==> src/rtl/baa_pkg.sv <==
// Shared constants and types for the boid alignment accumulator.
package baa_pkg;

  localparam int unsigned MAX_NEIGHBORS = 256;
  localparam int unsigned QUEUE_DEPTH   = 2;

  localparam logic [31:0] RADIUS_RESET = 32'd3276800;
  localparam logic [31:0] SAT_MAX      = 32'h7FFF_FFFF;
  localparam logic [31:0] SAT_MIN      = 32'h8000_0000;

  typedef enum logic [1:0] {
    BK_IDLE,
    BK_DIV,
    BK_FIN
  } back_state_t;

endpackage

==> src/rtl/baa_front.sv <==
// Front end: takes neighbor items, keeps the running sums and hands finished groups on.
module baa_front #(
  parameter int unsigned MAX_NEIGHBORS = baa_pkg::MAX_NEIGHBORS,
  parameter int unsigned CNT_W         = 9,
  parameter int unsigned SUM_W         = 41,
  parameter int unsigned REC_W         = 2 * SUM_W + CNT_W + 64
) (
  input  logic                clk,
  input  logic                rst_n,
  input  logic                cfg_we,
  input  logic [31:0]         cfg_wdata,
  input  logic                in_accept,
  input  logic                in_first,
  input  logic                in_last,
  input  logic [31:0]         in_distance,
  input  logic signed [31:0]  in_nbr_vel_x,
  input  logic signed [31:0]  in_nbr_vel_y,
  input  logic signed [31:0]  in_own_vel_x,
  input  logic signed [31:0]  in_own_vel_y,
  output logic                rec_push,
  output logic [REC_W-1:0]    rec_data
);

  logic [31:0]             radius_r;
  logic signed [SUM_W-1:0] sum_x_r, sum_x_nxt;
  logic signed [SUM_W-1:0] sum_y_r, sum_y_nxt;
  logic [CNT_W-1:0]        cnt_r, cnt_nxt;
  logic signed [SUM_W-1:0] base_x, base_y;
  logic [CNT_W-1:0]        base_cnt;
  logic                    hit;

  // A first item starts the group from zero before its own neighbor is applied.
  always_comb begin
    base_x   = in_first ? '0 : sum_x_r;
    base_y   = in_first ? '0 : sum_y_r;
    base_cnt = in_first ? '0 : cnt_r;
    hit      = (in_distance < radius_r) && (base_cnt < CNT_W'(MAX_NEIGHBORS));
    sum_x_nxt = hit ? base_x + SUM_W'(in_nbr_vel_x) : base_x;
    sum_y_nxt = hit ? base_y + SUM_W'(in_nbr_vel_y) : base_y;
    cnt_nxt   = hit ? base_cnt + CNT_W'(1) : base_cnt;
  end

  always_ff @(posedge clk) begin
    if (!rst_n) begin
      radius_r <= baa_pkg::RADIUS_RESET;
      sum_x_r  <= '0;
      sum_y_r  <= '0;
      cnt_r    <= '0;
    end else begin
      if (cfg_we) begin
        radius_r <= cfg_wdata;
      end
      if (in_accept) begin
        sum_x_r <= sum_x_nxt;
        sum_y_r <= sum_y_nxt;
        cnt_r   <= cnt_nxt;
      end
    end
  end

  assign rec_push = in_accept && in_last;
  assign rec_data = {sum_x_nxt, sum_y_nxt, cnt_nxt, in_own_vel_x, in_own_vel_y};

  a_cnt_bound: assert property (@(posedge clk) disable iff (!rst_n)
    cnt_r <= CNT_W'(MAX_NEIGHBORS))
    else $error("neighbor count above its limit");

endmodule

==> src/rtl/baa_queue.sv <==
// Small register queue between the front end and the divide back end.
module baa_queue #(
  parameter int unsigned W     = 8,
  parameter int unsigned DEPTH = baa_pkg::QUEUE_DEPTH
) (
  input  logic         clk,
  input  logic         rst_n,
  input  logic         wr_en,
  input  logic [W-1:0] wr_data,
  output logic         full,
  input  logic         rd_en,
  output logic [W-1:0] rd_data,
  output logic         empty
);

  localparam int unsigned PTR_W = (DEPTH > 1) ? $clog2(DEPTH) : 1;
  localparam int unsigned LVL_W = $clog2(DEPTH + 1);

  logic [W-1:0]     slot_r [DEPTH];
  logic [PTR_W-1:0] wr_ptr_r, rd_ptr_r;
  logic [LVL_W-1:0] level_r;
  logic             do_wr, do_rd;

  assign full    = (level_r == LVL_W'(DEPTH));
  assign empty   = (level_r == '0);
  assign do_wr   = wr_en && !full;
  assign do_rd   = rd_en && !empty;
  assign rd_data = slot_r[rd_ptr_r];

  function automatic logic [PTR_W-1:0] ptr_inc(input logic [PTR_W-1:0] p);
    ptr_inc = (p == PTR_W'(DEPTH - 1)) ? '0 : p + PTR_W'(1);
  endfunction

  always_ff @(posedge clk) begin
    if (do_wr) begin
      slot_r[wr_ptr_r] <= wr_data;
    end
  end

  always_ff @(posedge clk) begin
    if (!rst_n) begin
      wr_ptr_r <= '0;
      rd_ptr_r <= '0;
      level_r  <= '0;
    end else begin
      if (do_wr) begin
        wr_ptr_r <= ptr_inc(wr_ptr_r);
      end
      if (do_rd) begin
        rd_ptr_r <= ptr_inc(rd_ptr_r);
      end
      if (do_wr && !do_rd) begin
        level_r <= level_r + LVL_W'(1);
      end else if (do_rd && !do_wr) begin
        level_r <= level_r - LVL_W'(1);
      end
    end
  end

  a_level_bound: assert property (@(posedge clk) disable iff (!rst_n)
    level_r <= LVL_W'(DEPTH))
    else $error("queue level above depth");

  a_no_overrun: assert property (@(posedge clk) disable iff (!rst_n)
    wr_en |-> !full)
    else $error("group record pushed into a full queue");

endmodule

==> src/rtl/baa_back.sv <==
// Back end: divides each group's sums by its count, subtracts own velocity, saturates.
module baa_back #(
  parameter int unsigned CNT_W = 9,
  parameter int unsigned SUM_W = 41,
  parameter int unsigned REC_W = 2 * SUM_W + CNT_W + 64
) (
  input  logic                clk,
  input  logic                rst_n,
  input  logic                rec_empty,
  input  logic [REC_W-1:0]    rec_data,
  output logic                rec_pop,
  output logic                out_empty,
  input  logic                out_pop,
  output logic signed [31:0]  out_impulse_x,
  output logic signed [31:0]  out_impulse_y,
  output logic [CNT_W-1:0]    out_neighbors_seen
);

  localparam int unsigned STEP_W = (SUM_W > 1) ? $clog2(SUM_W) : 1;
  localparam int unsigned DIFF_W = SUM_W + 2;

  baa_pkg::back_state_t state_r, state_nxt;

  logic signed [SUM_W-1:0] rq_sx, rq_sy;
  logic [CNT_W-1:0]        rq_cnt;
  logic signed [31:0]      rq_ox, rq_oy;

  logic [CNT_W-1:0]  div_r, div_nxt;
  logic [SUM_W-1:0]  q_x_r, q_x_nxt, q_y_r, q_y_nxt;
  logic [CNT_W-1:0]  rem_x_r, rem_x_nxt, rem_y_r, rem_y_nxt;
  logic              neg_x_r, neg_x_nxt, neg_y_r, neg_y_nxt;
  logic signed [31:0] own_x_r, own_x_nxt, own_y_r, own_y_nxt;
  logic [STEP_W-1:0] step_r, step_nxt;

  logic [CNT_W:0]    trial_x, trial_y;
  logic              ge_x, ge_y;
  logic              load_out;
  logic [31:0]       res_x, res_y;

  logic              out_valid_r;
  logic [31:0]       out_x_r, out_y_r;
  logic [CNT_W-1:0]  out_cnt_r;

  assign {rq_sx, rq_sy, rq_cnt, rq_ox, rq_oy} = rec_data;

  // One restoring-division step per cycle for both axes.
  always_comb begin
    trial_x = {rem_x_r, q_x_r[SUM_W-1]};
    trial_y = {rem_y_r, q_y_r[SUM_W-1]};
    ge_x    = trial_x >= {1'b0, div_r};
    ge_y    = trial_y >= {1'b0, div_r};
  end

  function automatic logic [31:0] finish(input logic [SUM_W-1:0] q, input logic neg,
                                         input logic signed [31:0] own);
    logic signed [DIFF_W-1:0] avg;
    logic signed [DIFF_W-1:0] diff;
    logic [DIFF_W-32:0]       hi;
    avg  = neg ? -$signed(DIFF_W'(q)) : $signed(DIFF_W'(q));
    diff = avg - DIFF_W'(own);
    hi   = diff[DIFF_W-1:31];
    if ((&hi) || !(|hi)) begin
      finish = diff[31:0];
    end else if (diff[DIFF_W-1]) begin
      finish = baa_pkg::SAT_MIN;
    end else begin
      finish = baa_pkg::SAT_MAX;
    end
  endfunction

  assign res_x    = finish(q_x_r, neg_x_r, own_x_r);
  assign res_y    = finish(q_y_r, neg_y_r, own_y_r);
  assign load_out = (state_r == baa_pkg::BK_FIN) && (!out_valid_r || out_pop);

  always_comb begin
    state_nxt = state_r;
    rec_pop   = 1'b0;
    div_nxt   = div_r;
    q_x_nxt   = q_x_r;
    q_y_nxt   = q_y_r;
    rem_x_nxt = rem_x_r;
    rem_y_nxt = rem_y_r;
    neg_x_nxt = neg_x_r;
    neg_y_nxt = neg_y_r;
    own_x_nxt = own_x_r;
    own_y_nxt = own_y_r;
    step_nxt  = step_r;
    unique case (state_r)
      baa_pkg::BK_IDLE: begin
        if (!rec_empty) begin
          rec_pop   = 1'b1;
          div_nxt   = rq_cnt;
          neg_x_nxt = rq_sx[SUM_W-1];
          neg_y_nxt = rq_sy[SUM_W-1];
          q_x_nxt   = rq_sx[SUM_W-1] ? -rq_sx : rq_sx;
          q_y_nxt   = rq_sy[SUM_W-1] ? -rq_sy : rq_sy;
          rem_x_nxt = '0;
          rem_y_nxt = '0;
          step_nxt  = STEP_W'(SUM_W - 1);
          // With no neighbors counted the result is zero, own velocity included.
          if (rq_cnt == '0) begin
            q_x_nxt   = '0;
            q_y_nxt   = '0;
            neg_x_nxt = 1'b0;
            neg_y_nxt = 1'b0;
            own_x_nxt = '0;
            own_y_nxt = '0;
            state_nxt = baa_pkg::BK_FIN;
          end else begin
            own_x_nxt = rq_ox;
            own_y_nxt = rq_oy;
            state_nxt = baa_pkg::BK_DIV;
          end
        end
      end
      baa_pkg::BK_DIV: begin
        rem_x_nxt = ge_x ? CNT_W'(trial_x - {1'b0, div_r}) : trial_x[CNT_W-1:0];
        rem_y_nxt = ge_y ? CNT_W'(trial_y - {1'b0, div_r}) : trial_y[CNT_W-1:0];
        q_x_nxt   = {q_x_r[SUM_W-2:0], ge_x};
        q_y_nxt   = {q_y_r[SUM_W-2:0], ge_y};
        if (step_r == '0) begin
          state_nxt = baa_pkg::BK_FIN;
        end else begin
          step_nxt = step_r - STEP_W'(1);
        end
      end
      baa_pkg::BK_FIN: begin
        if (load_out) begin
          state_nxt = baa_pkg::BK_IDLE;
        end
      end
      default: begin
        state_nxt = baa_pkg::BK_IDLE;
      end
    endcase
  end

  always_ff @(posedge clk) begin
    if (!rst_n) begin
      state_r     <= baa_pkg::BK_IDLE;
      out_valid_r <= 1'b0;
    end else begin
      state_r <= state_nxt;
      if (load_out) begin
        out_valid_r <= 1'b1;
      end else if (out_pop) begin
        out_valid_r <= 1'b0;
      end
    end
  end

  always_ff @(posedge clk) begin
    div_r   <= div_nxt;
    q_x_r   <= q_x_nxt;
    q_y_r   <= q_y_nxt;
    rem_x_r <= rem_x_nxt;
    rem_y_r <= rem_y_nxt;
    neg_x_r <= neg_x_nxt;
    neg_y_r <= neg_y_nxt;
    own_x_r <= own_x_nxt;
    own_y_r <= own_y_nxt;
    step_r  <= step_nxt;
    if (load_out) begin
      out_x_r   <= res_x;
      out_y_r   <= res_y;
      out_cnt_r <= div_r;
    end
  end

  assign out_empty          = !out_valid_r;
  assign out_impulse_x      = out_x_r;
  assign out_impulse_y      = out_y_r;
  assign out_neighbors_seen = out_cnt_r;

  a_zero_group: assert property (@(posedge clk) disable iff (!rst_n)
    (!out_empty && (out_neighbors_seen == '0)) |->
      ((out_impulse_x == '0) && (out_impulse_y == '0)))
    else $error("empty group gave a nonzero impulse");

endmodule

==> src/rtl/boid_alignment_accumulator.sv <==
// Top level of the boid alignment accumulator: front end, group queue and divide back end.
//
//   port group  direction  handshake          payload
//   in_*        input      in_push / in_full  first, last, distance, nbr_vel_x/y, own_vel_x/y
//   out_*       output     out_pop / out_empty impulse_x/y, neighbors_seen
//   cfg_*       input      cfg_we             perception_radius
//
// The front end takes one item per cycle while in_full is low and updates the sums in that cycle.
// In the back end a group result goes through a fetch from the queue, one divide step
// per sum bit (skipped for an empty group), then a saturate and load.
// in_full rises only while the queue between the two ends is full of groups.
// Reset is synchronous; sums, count and radius take their reset values on a clock edge with rst_n low.
module boid_alignment_accumulator #(
  parameter int unsigned MAX_NEIGHBORS = baa_pkg::MAX_NEIGHBORS,
  parameter int unsigned QUEUE_DEPTH   = baa_pkg::QUEUE_DEPTH,
  localparam int unsigned CNT_W        = $clog2(MAX_NEIGHBORS + 1)
) (
  input  logic                clk,
  input  logic                rst_n,
  input  logic                cfg_we,
  input  logic [31:0]         cfg_wdata,
  input  logic                in_push,
  output logic                in_full,
  input  logic                in_first,
  input  logic                in_last,
  input  logic [31:0]         in_distance,
  input  logic signed [31:0]  in_nbr_vel_x,
  input  logic signed [31:0]  in_nbr_vel_y,
  input  logic signed [31:0]  in_own_vel_x,
  input  logic signed [31:0]  in_own_vel_y,
  output logic                out_empty,
  input  logic                out_pop,
  output logic signed [31:0]  out_impulse_x,
  output logic signed [31:0]  out_impulse_y,
  output logic [CNT_W-1:0]    out_neighbors_seen
);

  localparam int unsigned SUM_W = 32 + CNT_W;
  localparam int unsigned REC_W = 2 * SUM_W + CNT_W + 64;

  logic             in_accept;
  logic             rec_push, rec_pop, rec_empty;
  logic [REC_W-1:0] rec_wdata, rec_rdata;

  assign in_accept = in_push && !in_full;

  baa_front #(
    .MAX_NEIGHBORS (MAX_NEIGHBORS),
    .CNT_W         (CNT_W),
    .SUM_W         (SUM_W),
    .REC_W         (REC_W)
  ) u_front (
    .clk          (clk),
    .rst_n        (rst_n),
    .cfg_we       (cfg_we),
    .cfg_wdata    (cfg_wdata),
    .in_accept    (in_accept),
    .in_first     (in_first),
    .in_last      (in_last),
    .in_distance  (in_distance),
    .in_nbr_vel_x (in_nbr_vel_x),
    .in_nbr_vel_y (in_nbr_vel_y),
    .in_own_vel_x (in_own_vel_x),
    .in_own_vel_y (in_own_vel_y),
    .rec_push     (rec_push),
    .rec_data     (rec_wdata)
  );

  baa_queue #(
    .W     (REC_W),
    .DEPTH (QUEUE_DEPTH)
  ) u_queue (
    .clk     (clk),
    .rst_n   (rst_n),
    .wr_en   (rec_push),
    .wr_data (rec_wdata),
    .full    (in_full),
    .rd_en   (rec_pop),
    .rd_data (rec_rdata),
    .empty   (rec_empty)
  );

  baa_back #(
    .CNT_W (CNT_W),
    .SUM_W (SUM_W),
    .REC_W (REC_W)
  ) u_back (
    .clk                (clk),
    .rst_n              (rst_n),
    .rec_empty          (rec_empty),
    .rec_data           (rec_rdata),
    .rec_pop            (rec_pop),
    .out_empty          (out_empty),
    .out_pop            (out_pop),
    .out_impulse_x      (out_impulse_x),
    .out_impulse_y      (out_impulse_y),
    .out_neighbors_seen (out_neighbors_seen)
  );

endmodule

==> config.mk <==
export PLATFORM = sky130hd
export DESIGN_NAME = boid_alignment_accumulator
export DESIGN_NICKNAME = d
export VERILOG_FILES = /design/src/rtl/baa_pkg.sv /design/src/rtl/baa_front.sv /design/src/rtl/baa_queue.sv /design/src/rtl/baa_back.sv /design/src/rtl/boid_alignment_accumulator.sv
export SDC_FILE = /design/constraint.sdc
export NUM_CORES = 2
export LEC_CHECK = 0
export ABC_AREA = 1
export BUFFER_PORTS_ARGS = -buffer_cell sky130_fd_sc_hd__buf_2
export CORE_UTILIZATION = 26
export DETAILED_ROUTE_END_ITERATION = 12
export GPL_ROUTABILITY_DRIVEN = 0
export PLACE_DENSITY = 0.43
export SYNTH_ARGS = -nofsm -noshare
export SYNTH_HDL_FRONTEND = slang
export SYNTH_SLANG_ARGS = --single-unit
==> constraint.sdc <==
create_clock -name clk -period 11.15 [get_ports clk]
set_input_delay 2.23 -clock clk [delete_from_list [all_inputs] [get_ports clk]]
set_output_delay 2.23 -clock clk [all_outputs]
set_load 0.02 [all_outputs]
==> impl_metrics.yaml <==
cts:
  clk_pin_slew_ns: 0.05
  postCtsSetupBuffers: 0
  htree_levels: 3
  cts.sinks: 695
  postCtsHoldBufs: 0
  clk_latency_ns: 0.71
  clockBufferDepth: 3
  clock_tree.root_cell: "clkbuf_16"
  numCtsBuffers: 87
  cts_tree: "done"
  cts_resized: 0
yosys:
  synth_edf_count: 564
  seq_area_frac_synth: 0.4263
  syn_inst: 6052
  syn_area_um2: 45890
  synth_mux_area_frac: 0.006708
  ys_seq_elements: 695
  syn-num-nets: 6477
  synth_top_family_by_area: "simple AND/OR/NAND/NOR gates"
  ys_types: 63
  synthSimpleGateAreaFrac: 0.2634
  async_flop_share: 0
  ys.flop_type: "edfxtp_1"
  avgSynthCellArea_um2: 7.582
  yosys_warnings: 0
  synth_compound_area_frac: 0.1090
  synthAdderAreaFrac: 0.06261
  synth_xor_area_frac: 0.04505
critical_path:
  endpoint: "u_queue.slot_r[0][95]"
  path_class: "in2reg"
  cpMostUsedCell: "nand2_1"
  cp.arrival_ns: 5.93
  path_max_fanout: 60
  startpoint_type: "input port"
  cp.required_ns: 11.58
  rrSetupSlack_ns: 5.67
  slowest_delay_ns: 0.70
  r2r_start: "u_back.q_x_r[0]"
  startpoint: "in_first"
  ff2ff_path_depth: 24
  crit_slowest_cell: "buf_4"
  path_cells: "buf_4, buf_4, nor2_1, ha_1, inv_1, fa_1, nand3b_1, nand2_1, a21boi_0, o21ai_0, nand2_1, nand2_1, nand2_1, nand2_1, nand2_1, inv_1, o21ai_0, nand2_1"
  r2r_end: "u_back.out_impulse_x[6]"
  worstSetupEndpointType: "register"
run_status:
  outcome: "completed"
global_route:
  grt_pass1_wl_um: 237700
  grt_use_total: 0.1745
  grt_pass1_vias: 38412
  grt_remaining_overflow: 0
  antenna_found_initial: 8
  grt_max_degree: 97
floorplanning:
  num_io_pins: 274
  die_area_um2: 178200
  initial_core_util: 0.2628
  die_y_um: 422.1
  die_x_um: 422.1
  coreArea_um2: 174600
  rows: 153
routing:
  vias: 39685
  wl_um: 160200
  avgViaCountPerCell: 4.566
  drc: 0
  ant_nets: 0
  firstDrtPassIters: 6
  drt_iter0_drc: 2868
  routedWlPerCell_um: 18.44
sta:
  finalSetupViolations: 0
  slew_headroom: 0.2934
  rsz0062_at_grt: "false"
  fmax_ghz: 0.1821
  setup-tns-final_ns: 0
  layout_min_cycle_time_ns: 5.491
  hold_viol_final: 0
  finalClockSkew_ns: 0.04116
  worst_slew_pin_slew_ns: 1.060
  finalCritPeriodShare: 0.4924
  drv_slew: 0
power:
  p_leak_uw: 0.02375
  ir_worst_vdd_uv: 129.9
  power.density_nw_per_um2: 324.6
flow_run:
  maxCapViolCount: 0
placed_design:
  hpwl_um: 124000
  numPortBuffers: 273
finish:
  layout-area-overhead-vs-synth_pct: 14.66
  most-common-layout-cells: "nand2_1, inv_1, nor2_1"
  final_util: 0.3014
  final_common_cell: "nand2_1"
  nets: 6719
  nFillCells: 19021
  drive_above_1_share: 0.08861
hold_path:
  hold_class: "reg2reg"
power breakdown:
part / switching, µW / leakage (µW) / internal (µW) / total, µW
clock network: 1190 / 0.00139 / 1680 / 2860
registers: 335 / 0.00638 / 3790 / 4130
logic: 7020 / 0.0160 / 3070 / 10100
cell type report:
| type | instances | area (µm²) | area share |
|---|---|---|---|
| clock inverters | 37 | 466.7 | 0.008870 |
| inverters | 854 | 3212 | 0.06105 |
| flip-flops and latches | 695 | 19560 | 0.3718 |
| repair buffers | 306 | 1642 | 0.03120 |
| clock buffers | 123 | 2404 | 0.04568 |
| multi-input cells | 4350 | 22420 | 0.4260 |
| diodes | 1 | 2.502 | 0.00004756 |
| well taps | 2325 | 2909 | 0.05529 |
synth_stat cells (7+ instances only):
library cell  number  area, µm²
a21boi_0          10      75.07
a21o_1            12      90.09
a21oi_1          459       2297
a31oi_1           21      131.4
and2_1             7      43.79
buf_1             18      67.56
buf_2             18      90.09
buf_4             10      75.07
buf_6             20      225.2
clkbuf_1          86      322.8
dfxtp_1          131       2623
edfxtp_1         564      16940
ha_1             220       2753
inv_1            836       3138
inv_2             15      56.30
mux2i_1           23      230.2
nand2_1         1820       6832
nand2_2           14      87.58
nand3_1          276       1381
nand3_2            9      90.09
nand3b_1          16      120.1
nand4_1           47      294.0
nor2_1           604       2267
nor2_2            14      87.58
nor3_1            45      225.2
nor4_1            15      93.84
o21a_1            16      120.1
o21ai_0          253       1266
o21ai_1           50      250.2
o21ai_2           21      183.9
o21bai_1          21      157.7
o22ai_1           26      162.7
or2_0             12      75.07
or2_1             17      106.4
or2_2             21      131.4
xnor2_1           50      437.9
xor2_1           186       1629
kinds of logic (layout without fill, tap and decap cells):
family,Yosys count,count (layout)
xor+xnor,236,236
simple gates,2942,2942
other cells,0,1
mux,28,28
compound gates,918,918
fa+ha+maj,226,226
flops,695,695
buf+inv,1007,1320
worst min-delay path by stage:
stage	startpoint	endpoint	slack, ns	depth (start not counted)
global route	u_queue.rd_ptr_r	register	0.45	1
global placement	u_queue.rd_ptr_r	register	0.43	1
detailed placement	u_queue.rd_ptr_r	register	0.43	1
finish	u_queue.rd_ptr_r	register	0.44	1
floorplan	u_queue.rd_ptr_r	register	0.43	1
CTS	u_queue.rd_ptr_r	register	0.44	1
flip-flops by register name (all words and copies together), names as in the netlist, 32 cells and up, named ones only:
name                  count
u_queue.slot_r          310
u_back.out_impulse_x     32
u_front.radius_r         32
u_front.sum_y_r          41
u_back.q_y_r             41
u_front.sum_x_r          41
u_back.out_impulse_y     32
u_back.own_y_r           32
u_back.q_x_r             41
u_back.own_x_r           32
metrics by stage:
step / area [µm²] / instances / power, µW / worst slack (ns) / hold WS [ns]
after global routing: 52610 / 8690 / 18580 / 5.009 / 0.4514
after CTS: 52610 / 8690 / 17230 / 5.541 / 0.4429
after floorplan: 45890 / 6052 / 11240 / 1.428 / 0.4255
after detailed placement: 49740 / 8530 / 14280 / 4.978 / 0.4345
final: 52610 / 8691 / 17080 / 5.659 / 0.4429
after global placement: 49740 / 8530 / 14260 / 5.056 / 0.4303
worst max-delay path, delay by kind of cell:
| kind | cells | cell delay (ns) |
|---|---|---|
| adder cells (fa/ha/maj) | 2 | 0.44 |
| AO/OA/AOI/OAI | 3 | 1.01 |
| AND/OR/NAND/NOR | 9 | 1.02 |
| buffers and inverters | 4 | 1.16 |
metal layers:
metal,track usage,routed length [µm]
met1,0.2413,77160
met2,0.2922,74500
met3,0.02055,5993
met4,0.03339,2564
met5,0,0
No activity file was read; power rests on OpenSTA's default activity.
